[config.mk]
export PLATFORM = sky130hd
export DESIGN_NAME = xml_text_unescaper_top
export DESIGN_NICKNAME = d
export VERILOG_FILES = /design/src/hw/rtl/xtu_pkg.sv /design/src/hw/rtl/xtu_front.sv /design/src/hw/rtl/xtu_queue.sv /design/src/hw/rtl/xtu_back.sv /design/src/hw/rtl/xml_text_unescaper_top.sv
export SDC_FILE = /design/constraint.sdc
export NUM_CORES = 1
export LEC_CHECK = 0
export ABC_CLOCK_PERIOD_IN_PS = 3700
export BUFFER_PORTS_ARGS = -buffer_cell sky130_fd_sc_hd__clkbuf_2
export CAP_MARGIN = 10
export CORE_ASPECT_RATIO = 0.7
export CORE_MARGIN = 2
export CORE_UTILIZATION = 54
export DETAILED_ROUTE_END_ITERATION = 16
export PLACE_DENSITY = 0.85
export SYNTH_ARGS = -nofsm -noshare
export SYNTH_HDL_FRONTEND = slang
export SYNTH_HIERARCHICAL = 1
export SYNTH_SLANG_ARGS = --single-unit
[constraint.sdc]
create_clock -name i_clk -period 3.7 [get_ports i_clk]
set_input_delay 0.74 -clock i_clk [delete_from_list [all_inputs] [get_ports i_clk]]
set_output_delay 0.74 -clock i_clk [all_outputs]
set_load 0.05 [all_outputs]
[src/hw/rtl/xtu_pkg.sv]
// Shared types and constants of the XML text unescaper.
// Depends on nothing; every module of the block imports it.
`default_nettype none

package xtu_pkg;

    localparam int WIN_DEPTH   = 10;
    localparam int CFG_W       = 21;
    localparam int COUNT_W     = 20;
    localparam int QUEUE_DEPTH = 4;

    localparam logic [CFG_W-1:0] LIMIT_RESET      = 21'd1048576;
    localparam longint unsigned  MAX_OUTPUT_BYTES = 64'd1048576;
    localparam longint unsigned  COUNT_MAX        = (64'd1 << COUNT_W) - 64'd1;

    typedef logic [WIN_DEPTH-1:0][7:0] t_win;

    typedef struct packed {
        logic [7:0] in_byte;
        logic       last_byte;
    } t_in_item;

    typedef struct packed {
        logic [7:0]         out_byte;
        logic               is_end;
        logic [COUNT_W-1:0] out_count;
    } t_out_item;

    typedef enum logic {
        OP_EMIT,
        OP_END
    } t_op_kind;

    typedef struct packed {
        t_op_kind   kind;
        logic [7:0] data;
    } t_op;

    typedef enum logic [1:0] {
        MODE_TEXT,
        MODE_CDATA,
        MODE_COMMENT
    } t_mode;

    typedef enum logic {
        FS_RUN,
        FS_FLUSH
    } t_front_state;

endpackage

`default_nettype wire

[src/hw/rtl/xtu_front.sv]
// Front end of the unescaper: lookahead window, entity and section recognition.
// Pushes emit and end operations into the queue. Depends on xtu_pkg.
`default_nettype none

module xtu_front (
    input  wire logic              i_clk,
    input  wire logic              i_rst_n,
    input  wire logic              i_in_valid,
    output logic                   o_in_stall,
    input  wire xtu_pkg::t_in_item i_in_data,
    output logic                   o_push,
    output xtu_pkg::t_op           o_op,
    input  wire logic              i_q_full
);
    import xtu_pkg::*;

    localparam logic [7:0] CH_NUL  = 8'h00;
    localparam logic [7:0] CH_BANG = 8'h21;
    localparam logic [7:0] CH_QUOT = 8'h22;
    localparam logic [7:0] CH_AMP  = 8'h26;
    localparam logic [7:0] CH_APOS = 8'h27;
    localparam logic [7:0] CH_LT   = 8'h3C;
    localparam logic [7:0] CH_GT   = 8'h3E;

    localparam logic [31:0] PAT_LT      = "&lt;";
    localparam logic [31:0] PAT_GT      = "&gt;";
    localparam logic [39:0] PAT_AMP     = "&amp;";
    localparam logic [47:0] PAT_APOS    = "&apos;";
    localparam logic [47:0] PAT_QUOT    = "&quot;";
    localparam logic [71:0] PAT_CDATA   = "<![CDATA[";
    localparam logic [31:0] PAT_COMMENT = "<!--";
    localparam logic [23:0] PAT_CCLOSE  = "-->";
    localparam logic [23:0] PAT_DCLOSE  = "]]>";

    t_front_state r_state, n_state;
    t_win         r_win, n_win;
    logic [3:0]   r_fill, n_fill;
    t_mode        r_mode, n_mode;
    logic [3:0]   r_skip, n_skip;
    logic         r_halted, n_halted;

    t_win       cand_win, shift_win;
    logic [3:0] cand_fill;
    logic       accept, do_decide;
    logic       c_emit;
    logic [7:0] c_byte;
    logic [3:0] c_skip;
    t_mode      c_mode;

    assign o_in_stall = i_q_full || (r_state == FS_FLUSH);
    assign accept     = i_in_valid && !o_in_stall;

    // Window as seen by a decision: append the incoming byte while running.
    always_comb begin
        cand_win  = r_win;
        cand_fill = r_fill;
        if (r_state == FS_RUN && !r_halted && r_fill < 4'(WIN_DEPTH)) begin
            cand_win[r_fill] = i_in_data.in_byte;
            cand_fill        = r_fill + 4'd1;
        end
        for (int i = 0; i < WIN_DEPTH - 1; i++) begin
            shift_win[i] = cand_win[i+1];
        end
        shift_win[WIN_DEPTH-1] = 8'd0;
    end

    // Classify the head byte.
    always_comb begin
        c_emit = 1'b0;
        c_byte = cand_win[0];
        c_skip = 4'd0;
        c_mode = r_mode;
        priority if (r_mode == MODE_TEXT && cand_win[0] == CH_AMP) begin
            c_emit = 1'b1;
            priority if (cand_fill >= 4'd4 &&
                         {cand_win[0], cand_win[1], cand_win[2], cand_win[3]} == PAT_LT) begin
                c_byte = CH_LT;
                c_skip = 4'd3;
            end else if (cand_fill >= 4'd4 &&
                         {cand_win[0], cand_win[1], cand_win[2], cand_win[3]} == PAT_GT) begin
                c_byte = CH_GT;
                c_skip = 4'd3;
            end else if (cand_fill >= 4'd5 &&
                         {cand_win[0], cand_win[1], cand_win[2], cand_win[3],
                          cand_win[4]} == PAT_AMP) begin
                c_byte = CH_AMP;
                c_skip = 4'd4;
            end else if (cand_fill >= 4'd6 &&
                         {cand_win[0], cand_win[1], cand_win[2], cand_win[3],
                          cand_win[4], cand_win[5]} == PAT_APOS) begin
                c_byte = CH_APOS;
                c_skip = 4'd5;
            end else if (cand_fill >= 4'd6 &&
                         {cand_win[0], cand_win[1], cand_win[2], cand_win[3],
                          cand_win[4], cand_win[5]} == PAT_QUOT) begin
                c_byte = CH_QUOT;
                c_skip = 4'd5;
            end else begin
                c_byte = CH_AMP;
            end
        end else if (r_mode == MODE_TEXT && cand_win[0] == CH_LT && cand_fill > 4'd1 &&
                     cand_win[1] == CH_BANG) begin
            // Openers need more bytes behind them than their own length.
            priority if (cand_fill >= 4'd10 &&
                         {cand_win[0], cand_win[1], cand_win[2], cand_win[3], cand_win[4],
                          cand_win[5], cand_win[6], cand_win[7], cand_win[8]} == PAT_CDATA)
            begin
                c_skip = 4'd8;
                c_mode = MODE_CDATA;
            end else if (cand_fill >= 4'd5 &&
                         {cand_win[0], cand_win[1], cand_win[2], cand_win[3]} == PAT_COMMENT)
            begin
                c_skip = 4'd3;
                c_mode = MODE_COMMENT;
            end else begin
                c_emit = 1'b1;
            end
        end else if (r_mode == MODE_COMMENT && cand_fill >= 4'd3 &&
                     {cand_win[0], cand_win[1], cand_win[2]} == PAT_CCLOSE) begin
            c_skip = 4'd2;
            c_mode = MODE_TEXT;
        end else if (r_mode == MODE_CDATA && cand_fill >= 4'd3 &&
                     {cand_win[0], cand_win[1], cand_win[2]} == PAT_DCLOSE) begin
            c_skip = 4'd2;
            c_mode = MODE_TEXT;
        end else if (r_mode != MODE_COMMENT) begin
            c_emit = 1'b1;
        end else begin
            c_emit = 1'b0;
        end
    end

    always_comb begin
        n_state   = r_state;
        n_win     = r_win;
        n_fill    = r_fill;
        n_mode    = r_mode;
        n_skip    = r_skip;
        n_halted  = r_halted;
        do_decide = 1'b0;
        o_push    = 1'b0;
        o_op.kind = OP_EMIT;
        o_op.data = c_byte;

        unique case (r_state)
            FS_RUN: begin
                if (accept) begin
                    if (!r_halted) begin
                        n_win  = cand_win;
                        n_fill = cand_fill;
                    end
                    if (i_in_data.last_byte) begin
                        n_state = FS_FLUSH;
                    end else if (!r_halted && cand_fill == 4'(WIN_DEPTH)) begin
                        do_decide = 1'b1;
                    end
                end
            end
            FS_FLUSH: begin
                if (!i_q_full) begin
                    if (r_fill != 4'd0) begin
                        do_decide = 1'b1;
                    end else begin
                        // Close the text and return to reset state.
                        o_push    = 1'b1;
                        o_op.kind = OP_END;
                        o_op.data = 8'd0;
                        n_state   = FS_RUN;
                        n_mode    = MODE_TEXT;
                        n_skip    = 4'd0;
                        n_halted  = 1'b0;
                    end
                end
            end
        endcase

        if (do_decide) begin
            priority if (r_skip != 4'd0) begin
                n_skip = r_skip - 4'd1;
                n_win  = shift_win;
                n_fill = cand_fill - 4'd1;
            end else if (cand_win[0] == CH_NUL) begin
                n_halted = 1'b1;
                n_fill   = 4'd0;
                n_skip   = 4'd0;
            end else begin
                n_win  = shift_win;
                n_fill = cand_fill - 4'd1;
                n_skip = c_skip;
                n_mode = c_mode;
                o_push = c_emit;
            end
        end
    end

    always_ff @(posedge i_clk) begin
        if (!i_rst_n) begin
            r_state  <= FS_RUN;
            r_fill   <= 4'd0;
            r_mode   <= MODE_TEXT;
            r_skip   <= 4'd0;
            r_halted <= 1'b0;
        end else begin
            r_state  <= n_state;
            r_fill   <= n_fill;
            r_mode   <= n_mode;
            r_skip   <= n_skip;
            r_halted <= n_halted;
        end
    end

    always_ff @(posedge i_clk) begin
        r_win <= n_win;
    end

    a_fill_range: assert property (@(posedge i_clk) disable iff (!i_rst_n)
        r_fill <= 4'(WIN_DEPTH))
        else $error("window fill beyond depth");

    a_skip_in_window: assert property (@(posedge i_clk) disable iff (!i_rst_n)
        r_skip <= r_fill)
        else $error("skip count exceeds buffered bytes");

    a_halt_empty: assert property (@(posedge i_clk) disable iff (!i_rst_n)
        r_halted |-> r_fill == 4'd0)
        else $error("halted with bytes in window");

    a_last_flush: assert property (@(posedge i_clk) disable iff (!i_rst_n)
        (accept && i_in_data.last_byte) |=> r_state == FS_FLUSH)
        else $error("last byte did not start flush");

endmodule

`default_nettype wire

[src/hw/rtl/xtu_queue.sv]
// Short operation queue between front and back of the unescaper.
// Register-based FIFO of xtu_pkg::t_op entries. Depends on xtu_pkg.
`default_nettype none

module xtu_queue #(
    parameter int DEPTH = xtu_pkg::QUEUE_DEPTH
) (
    input  wire logic         i_clk,
    input  wire logic         i_rst_n,
    input  wire logic         i_push,
    input  wire xtu_pkg::t_op i_data,
    output logic              o_full,
    output logic              o_valid,
    output xtu_pkg::t_op      o_data,
    input  wire logic         i_pop
);
    import xtu_pkg::*;

    localparam int PTR_W = (DEPTH > 1) ? $clog2(DEPTH) : 1;
    localparam int CNT_W = $clog2(DEPTH + 1);

    t_op              r_mem [DEPTH];
    logic [PTR_W-1:0] r_wr, n_wr;
    logic [PTR_W-1:0] r_rd, n_rd;
    logic [CNT_W-1:0] r_count, n_count;

    assign o_full  = (r_count == CNT_W'(DEPTH));
    assign o_valid = (r_count != '0);
    assign o_data  = r_mem[r_rd];

    always_comb begin
        n_wr    = r_wr;
        n_rd    = r_rd;
        n_count = r_count;
        if (i_push) begin
            n_wr = (r_wr == PTR_W'(DEPTH - 1)) ? '0 : r_wr + 1'b1;
        end
        if (i_pop) begin
            n_rd = (r_rd == PTR_W'(DEPTH - 1)) ? '0 : r_rd + 1'b1;
        end
        if (i_push && !i_pop) begin
            n_count = r_count + 1'b1;
        end else if (!i_push && i_pop) begin
            n_count = r_count - 1'b1;
        end
    end

    always_ff @(posedge i_clk) begin
        if (!i_rst_n) begin
            r_wr    <= '0;
            r_rd    <= '0;
            r_count <= '0;
        end else begin
            r_wr    <= n_wr;
            r_rd    <= n_rd;
            r_count <= n_count;
        end
    end

    always_ff @(posedge i_clk) begin
        if (i_push) begin
            r_mem[r_wr] <= i_data;
        end
    end

    a_no_overflow: assert property (@(posedge i_clk) disable iff (!i_rst_n)
        i_push |-> !o_full)
        else $error("push into full queue");

    a_no_underflow: assert property (@(posedge i_clk) disable iff (!i_rst_n)
        i_pop |-> o_valid)
        else $error("pop from empty queue");

    a_count_range: assert property (@(posedge i_clk) disable iff (!i_rst_n)
        r_count <= CNT_W'(DEPTH))
        else $error("queue count beyond depth");

endmodule

`default_nettype wire

[src/hw/rtl/xtu_back.sv]
// Back end of the unescaper: output limit, byte count and output register.
// Pops queue operations and forms result beats. Depends on xtu_pkg.
`default_nettype none

module xtu_back (
    input  wire logic                      i_clk,
    input  wire logic                      i_rst_n,
    input  wire logic                      i_cfg_we,
    input  wire logic [xtu_pkg::CFG_W-1:0] i_cfg_data,
    input  wire logic                      i_q_valid,
    input  wire xtu_pkg::t_op              i_op,
    output logic                           o_pop,
    output logic                           o_out_valid,
    input  wire logic                      i_out_stall,
    output xtu_pkg::t_out_item             o_out_data
);
    import xtu_pkg::*;

    // Clamp the limit, leave room for the terminator, saturate to the count field.
    function automatic logic [COUNT_W-1:0] cap_of(input logic [CFG_W-1:0] lim_in);
        logic [63:0] lim;
        logic [63:0] cap;
        lim = 64'(lim_in);
        if (lim > MAX_OUTPUT_BYTES) lim = MAX_OUTPUT_BYTES;
        cap = (lim == 64'd0) ? 64'd0 : lim - 64'd1;
        if (cap > COUNT_MAX) cap = COUNT_MAX;
        return cap[COUNT_W-1:0];
    endfunction

    logic [COUNT_W-1:0] r_cap;
    logic [COUNT_W-1:0] r_count, n_count;
    logic               r_out_valid, n_out_valid;
    t_out_item          r_out, n_out;
    logic               load_ok;
    logic [COUNT_W-1:0] cnt_inc;

    assign load_ok     = !r_out_valid || !i_out_stall;
    assign o_pop       = i_q_valid && load_ok;
    assign cnt_inc     = r_count + 1'b1;
    assign o_out_valid = r_out_valid;
    assign o_out_data  = r_out;

    always_comb begin
        n_out_valid = r_out_valid && i_out_stall;
        n_out       = r_out;
        n_count     = r_count;
        if (o_pop) begin
            unique case (i_op.kind)
                OP_END: begin
                    n_out_valid       = 1'b1;
                    n_out.out_byte    = 8'd0;
                    n_out.is_end      = 1'b1;
                    n_out.out_count   = r_count;
                    n_count           = '0;
                end
                OP_EMIT: begin
                    // Drop bytes once the limit is reached.
                    if (r_count < r_cap) begin
                        n_out_valid     = 1'b1;
                        n_out.out_byte  = i_op.data;
                        n_out.is_end    = 1'b0;
                        n_out.out_count = cnt_inc;
                        n_count         = cnt_inc;
                    end
                end
            endcase
        end
    end

    always_ff @(posedge i_clk) begin
        if (!i_rst_n) begin
            r_cap       <= cap_of(LIMIT_RESET);
            r_count     <= '0;
            r_out_valid <= 1'b0;
        end else begin
            if (i_cfg_we) begin
                r_cap <= cap_of(i_cfg_data);
            end
            r_count     <= n_count;
            r_out_valid <= n_out_valid;
        end
    end

    always_ff @(posedge i_clk) begin
        r_out <= n_out;
    end

    a_within_cap: assert property (@(posedge i_clk) disable iff (!i_rst_n)
        (o_out_valid && !o_out_data.is_end) |-> o_out_data.out_count <= r_cap)
        else $error("emitted byte beyond output limit");

    a_end_zero: assert property (@(posedge i_clk) disable iff (!i_rst_n)
        (o_out_valid && o_out_data.is_end) |-> o_out_data.out_byte == 8'd0)
        else $error("end beat carries a byte");

    a_count_clear: assert property (@(posedge i_clk) disable iff (!i_rst_n)
        (o_pop && i_op.kind == OP_END) |=> r_count == '0)
        else $error("count not cleared after end of text");

endmodule

`default_nettype wire

[src/hw/rtl/xml_text_unescaper_top.sv]
// Top level of the XML text unescaper: front, operation queue and back.
// Depends on xtu_pkg, xtu_front, xtu_queue and xtu_back.
//
// Usage
//   Input channel carries one text byte per beat, the final byte of a text
//   marked by last_byte. Output channel carries decoded bytes with their
//   running count, then one end beat (is_end set, out_byte zero) with the
//   total. Both channels use valid/stall; a beat moves when valid is high
//   and stall is low.
//   Configuration: pulse i_cfg_we with i_cfg_data = output limit (capacity
//   including terminator); at most limit minus one bytes are emitted.
// Timing
//   Throughput is one input byte per cycle while o_in_stall is low. A byte
//   is decided once nine more bytes sit behind it in the ten-byte window;
//   it enters the queue at the edge that accepts the ninth of those bytes
//   and from there passes to the output register.
//   After a last byte the front flushes the window one byte per cycle while
//   the queue is not full, then issues the end beat; input is stalled until
//   the end operation enters the queue.
// Reset and stall
//   Reset clears the window, section mode and count, and sets the limit to
//   1048576. When the receiver stalls, the output register holds its beat,
//   the queue fills, and once it is full the input stall rises.
`default_nettype none

module xml_text_unescaper_top #(
    parameter int QUEUE_DEPTH = xtu_pkg::QUEUE_DEPTH
) (
    input  wire logic                      i_clk,
    input  wire logic                      i_rst_n,
    input  wire logic                      i_in_valid,
    output logic                           o_in_stall,
    input  wire xtu_pkg::t_in_item         i_in_data,
    output logic                           o_out_valid,
    input  wire logic                      i_out_stall,
    output xtu_pkg::t_out_item             o_out_data,
    input  wire logic                      i_cfg_we,
    input  wire logic [xtu_pkg::CFG_W-1:0] i_cfg_data
);
    import xtu_pkg::*;

    // Operation path: front pushes, back pops.
    logic q_push, q_full, q_valid, q_pop;
    t_op  q_wr_op, q_rd_op;

    // Front: accept bytes, hold the window, recognize entities and sections.
    xtu_front u_front (
        .i_clk      (i_clk),
        .i_rst_n    (i_rst_n),
        .i_in_valid (i_in_valid),
        .o_in_stall (o_in_stall),
        .i_in_data  (i_in_data),
        .o_push     (q_push),
        .o_op       (q_wr_op),
        .i_q_full   (q_full)
    );

    // Decouple the two sides so either can stall on its own.
    xtu_queue #(
        .DEPTH (QUEUE_DEPTH)
    ) u_queue (
        .i_clk   (i_clk),
        .i_rst_n (i_rst_n),
        .i_push  (q_push),
        .i_data  (q_wr_op),
        .o_full  (q_full),
        .o_valid (q_valid),
        .o_data  (q_rd_op),
        .i_pop   (q_pop)
    );

    // Back: apply the output limit, count bytes, drive the output beat.
    xtu_back u_back (
        .i_clk       (i_clk),
        .i_rst_n     (i_rst_n),
        .i_cfg_we    (i_cfg_we),
        .i_cfg_data  (i_cfg_data),
        .i_q_valid   (q_valid),
        .i_op        (q_rd_op),
        .o_pop       (q_pop),
        .o_out_valid (o_out_valid),
        .i_out_stall (i_out_stall),
        .o_out_data  (o_out_data)
    );

endmodule

`default_nettype wire
==> impl.org <==
** STA
- Remaining max-slew budget at the tightest pin :: 23.0%
- After layout, the worst path uses 100% of the clock period.
- Final worst path period need :: 3.70 ns
- Actual slew at the worst max-slew pin :: 1.15 ns
- Setup violations remaining at the end of the flow were counted as 0.
- RSZ-0062 raised after global routing :: true
- For this run, the top clock speed supported by timing is 270 MHz.
- Maximum clock skew at final layout :: 0.0329 ns
- Number of pins with negative max-slew slack in the final report :: 0
- The final number of hold-violating endpoints came to 0.

** Routing
- After the first detailed-routing iteration, the DRC count stood at 1685.
- Final wirelength :: 44000 um
- Vias/cell :: 6.58
- The routed layout has 12.9k vias.
- Drc violations :: 0
- Drt first pass iters :: 6
- In this run the remaining antenna-violating nets after routing total 0.
- In the final routed layout, each cell accounts on average for 22.5 um.

** Synthesis
- The synthesized design contains 65 enable-type register cells.
- Synthesis Warnings :: 6
- The number of nets handed over by synthesis was 1512.
- Unique masters post-synth :: 107
- Sequential elements use 37.4% of the synthesized area.
- Number of instances in the synthesized netlist :: 1437
- Share of async-settable or async-resettable flops after synthesis :: 0%
- Synthesized area per cell :: 8.92 um2
- The mapped netlist covers 0.0128 mm2.
- In this run, synthesis produced a sequential element count of 207.
- In the synthesized netlist the dominant register cell turns out to be sky130_fd_sc_hd__dfxtp_1.

** Layout
- At the end of the flow the core is filled with cells to 66.0%.
- Finished layout cell area :: 0.0155 mm2
- In the final design database the tool counted 1694 nets.
- Antenna diode instance count :: 0
- In the layout the commonest cells are sky130_fd_sc_hd__buf_4 (180), sky130_fd_sc_hd__dfxtp_1 (136), sky130_fd_sc_hd__nand2_1 (130).
- Most common cell after layout, fill and taps aside :: sky130_fd_sc_hd__buf_4
- Cells with a size suffix above 1 make up 24.1% of the layout.
- Relative to the synthesized area, the layout overhead comes to 20.7%.

** Global route
- Global-route congestion overflow total :: 0
- Antenna violations before repair :: 0
- Global routing consumed, over all layers together, 34.4% of the routing resources.
- Via count of the first global-routing pass :: 12.0k
- Entering global routing, the biggest net connects 71 pins.
- The first global-routing pass estimated 67600 um of wire.

** Floorplanning
- For this design the top-level I/O count stands at 66.
- For this configuration, the core starts out at a cell density of 54.7%.
- The die covers 0.0250 mm2.
- Chip Width :: 188 um
- The floorplan has 47 rows.
- The core region is 0.0235 mm2.
- Measured along the y axis, the die boundary spans 133 um.

** Clock tree
- CTS tree :: yes
- Sinks on the clock net :: 207
- After clock tree synthesis, the flow added hold-fix buffers numbering 0.
- After clock tree synthesis, the clock-pin slew on the worst setup and hold paths is 0.07 ns.
- CTS max path bufs :: 3
- Counting the buffers created by CTS gives 22.
- Cell at the root of the clock tree :: sky130_fd_sc_hd__clkbuf_16
- Clock latency on the worst-skew pair, taken at its later pin, is 0.54 ns.
- CTS built an H-tree with a depth of 1.

** Critical path
- In this run the worst setup path begins at u_front/r_fill[0].
- R2R Path Start :: u_front/r_fill[0]
- Critical Path End Type :: flip-flop
- Top fanout value on the critical path :: 4
- Critical Path RT :: 4.16 ns
- Worst endpoint data arrival time :: 4.16 ns
- STA classifies the critical path startpoint as a flip-flop.
- By startpoint and endpoint, the worst setup path is classified as reg2reg.

** Hold path
- The min-delay analysis places its worst path in the category reg2reg.
- Startpoint of the tightest hold check path :: u_front/r_win[79]

** Status
- Outcome :: finished, final reports clean

** Power
- Across the VDD grid, the largest voltage drop is 0.000578 V.
- Pwr per Cell Area :: 745 mW/mm2
- Static Leak :: 0.00636 uW

** Place
- Total of buffers placed on input and output ports :: 65
- Summing all placed instances gives a cell area of 0.0145 mm2.
- Post-detailed-placement half-perimeter wirelength :: 32900 um
- Routability-driven placement finished with a final weighted congestion of 1.05.

** Run
- Across the run, the number of max-cap violations was 0.
timing repair:
action	CTS	global route
setup buffers	1	11
gates resized for setup	6	30
endpoints found under the setup margin	2	2
pin swaps	3	11
per-layer routing:
metal	global-route usage [%]	vias up	part of all wire, %
li1	-	5808	-
met1	50.8	6065	43
met2	47.5	889	40
met4	7.52	0	2.2
met5	0	-	0
met3	12.4	95	14
power breakdown:
part           total (uW)  internal, uW  leakage, uW  switching [uW]
sequential           3900          3230      0.00182             672
clock                2330          1360     0.000364             970
combinational        5300          2000      0.00418            3300
total               11500          6590      0.00636            4950
worst max-delay path, stage by stage, from the launching register on:
cell and delay (ns):
sky130_fd_sc_hd__dfxtp_2 0.34, sky130_fd_sc_hd__inv_1 0.12, sky130_fd_sc_hd__ha_4 0.16, sky130_fd_sc_hd__nor3b_4 0.24, sky130_fd_sc_hd__nand2_1 0.19, sky130_fd_sc_hd__buf_4 0.19
sky130_fd_sc_hd__mux2i_1 0.13, sky130_fd_sc_hd__nor4b_2 0.30, sky130_fd_sc_hd__nand4_1 0.14, sky130_fd_sc_hd__or4_1 0.57, sky130_fd_sc_hd__a31o_2 0.30, sky130_fd_sc_hd__ha_4 0.17
sky130_fd_sc_hd__inv_2 0.05, sky130_fd_sc_hd__fa_2 0.19, sky130_fd_sc_hd__xor2_1 0.08, sky130_fd_sc_hd__or3_1 0.32, sky130_fd_sc_hd__a21boi_1 0.13
worst paths after layout:
check / to / slack, ns / cells past startpoint
worst max-delay path: u_queue/r_count[2] / 0.002 / 16
worst min-delay path: u_front/r_win[79] / 0.48 / 2
worst max register to register: u_queue/r_count[2] / 0.002 / 16
worst min register to register: u_front/r_win[79] / 0.48 / 2
synth_stat cells, drive strengths merged (7+ instances only):
cell     instances  area share [%]
o221ai          18             1.7
o21a             9            0.53
edfxtp          65              15
a41oi           11            0.90
inv             63             1.8
nor3b           11            0.72
buf             26             1.3
xnor2           12            0.82
nand4           25             1.2
ha              39             3.8
nand2          135             4.0
o2111ai          9            0.61
clkbuf          69             2.0
o21ai           98             3.9
nor2b           23             1.1
nand3           47             1.8
mux2i           40             3.1
nand2b          14            0.70
or3             12            0.66
o41ai            7            0.68
o211ai          53             3.1
a31oi           19             1.0
and3            17            0.83
nor3            36             1.4
mux4             9             1.6
a211oi          21             1.3
and2            13            0.63
a21boi          10            0.61
nor2           106             3.2
nor4            21             1.3
a2111oi          7            0.78
dfxtp          142              22
xor2            15             1.0
mux2             8            0.70
a21oi           70             2.7
o22ai           18            0.88
or4             10            0.73
nor4b           17             1.3
o31ai           17             1.0
area by class of cell:
| type | instances | area, um2 |
|---|---|---|
| Fill cell | 1868 | 7980 |
| Tap cell | 318 | 398 |
| Clock inverter | 12 | 161 |
| Timing Repair Buffer | 253 | 1800 |
| Multi-Input combinational cell | 1069 | 7480 |
| Sequential cell | 207 | 4800 |
| Inverter | 66 | 248 |
| Clock buffer | 28 | 593 |
logic make-up after synthesis:
kind of cell    share of synthesized area [%]
buf+inv                                  5.27
flops                                    37.4
simple gates                             22.0
compound gates                           24.1
fa+ha+maj                                3.96
xor+xnor                                 1.84
mux                                      5.40
flip-flops by register name, summed over array words and instances, names as in the netlist, 3 cells and up, named ones only:
| register | cells |
|---|---|
| u_queue/r_count | 3 |
| u_front/r_fill | 4 |
| u_queue/r_mem | 36 |
| u_front/r_win | 80 |
| u_back/o_out_data | 29 |
| u_front/r_skip | 4 |
| u_back/r_cap | 20 |
| u_back/r_count | 20 |
per-stage QoR:
| stage | total power (uW) | instances | setup TNS, ns | hold slack (ns) | worst slack, ns |
|---|---|---|---|---|---|
| global placement | 8750 | 1901 | -0.181 | 0.464 | -0.111 |
| floorplan | 7010 | 1437 | 0 | 0.447 | 0.0141 |
| CTS | 11200 | 1942 | 0 | 0.480 | 0.000117 |
| finish | 11500 | 1953 | 0 | 0.481 | 0.00164 |
| detailed placement | 8890 | 1901 | -0.242 | 0.470 | -0.153 |
| global route | 12100 | 1953 | -0.174 | 0.507 | -0.113 |
Note: power is estimated with default switching activity, not from simulation.
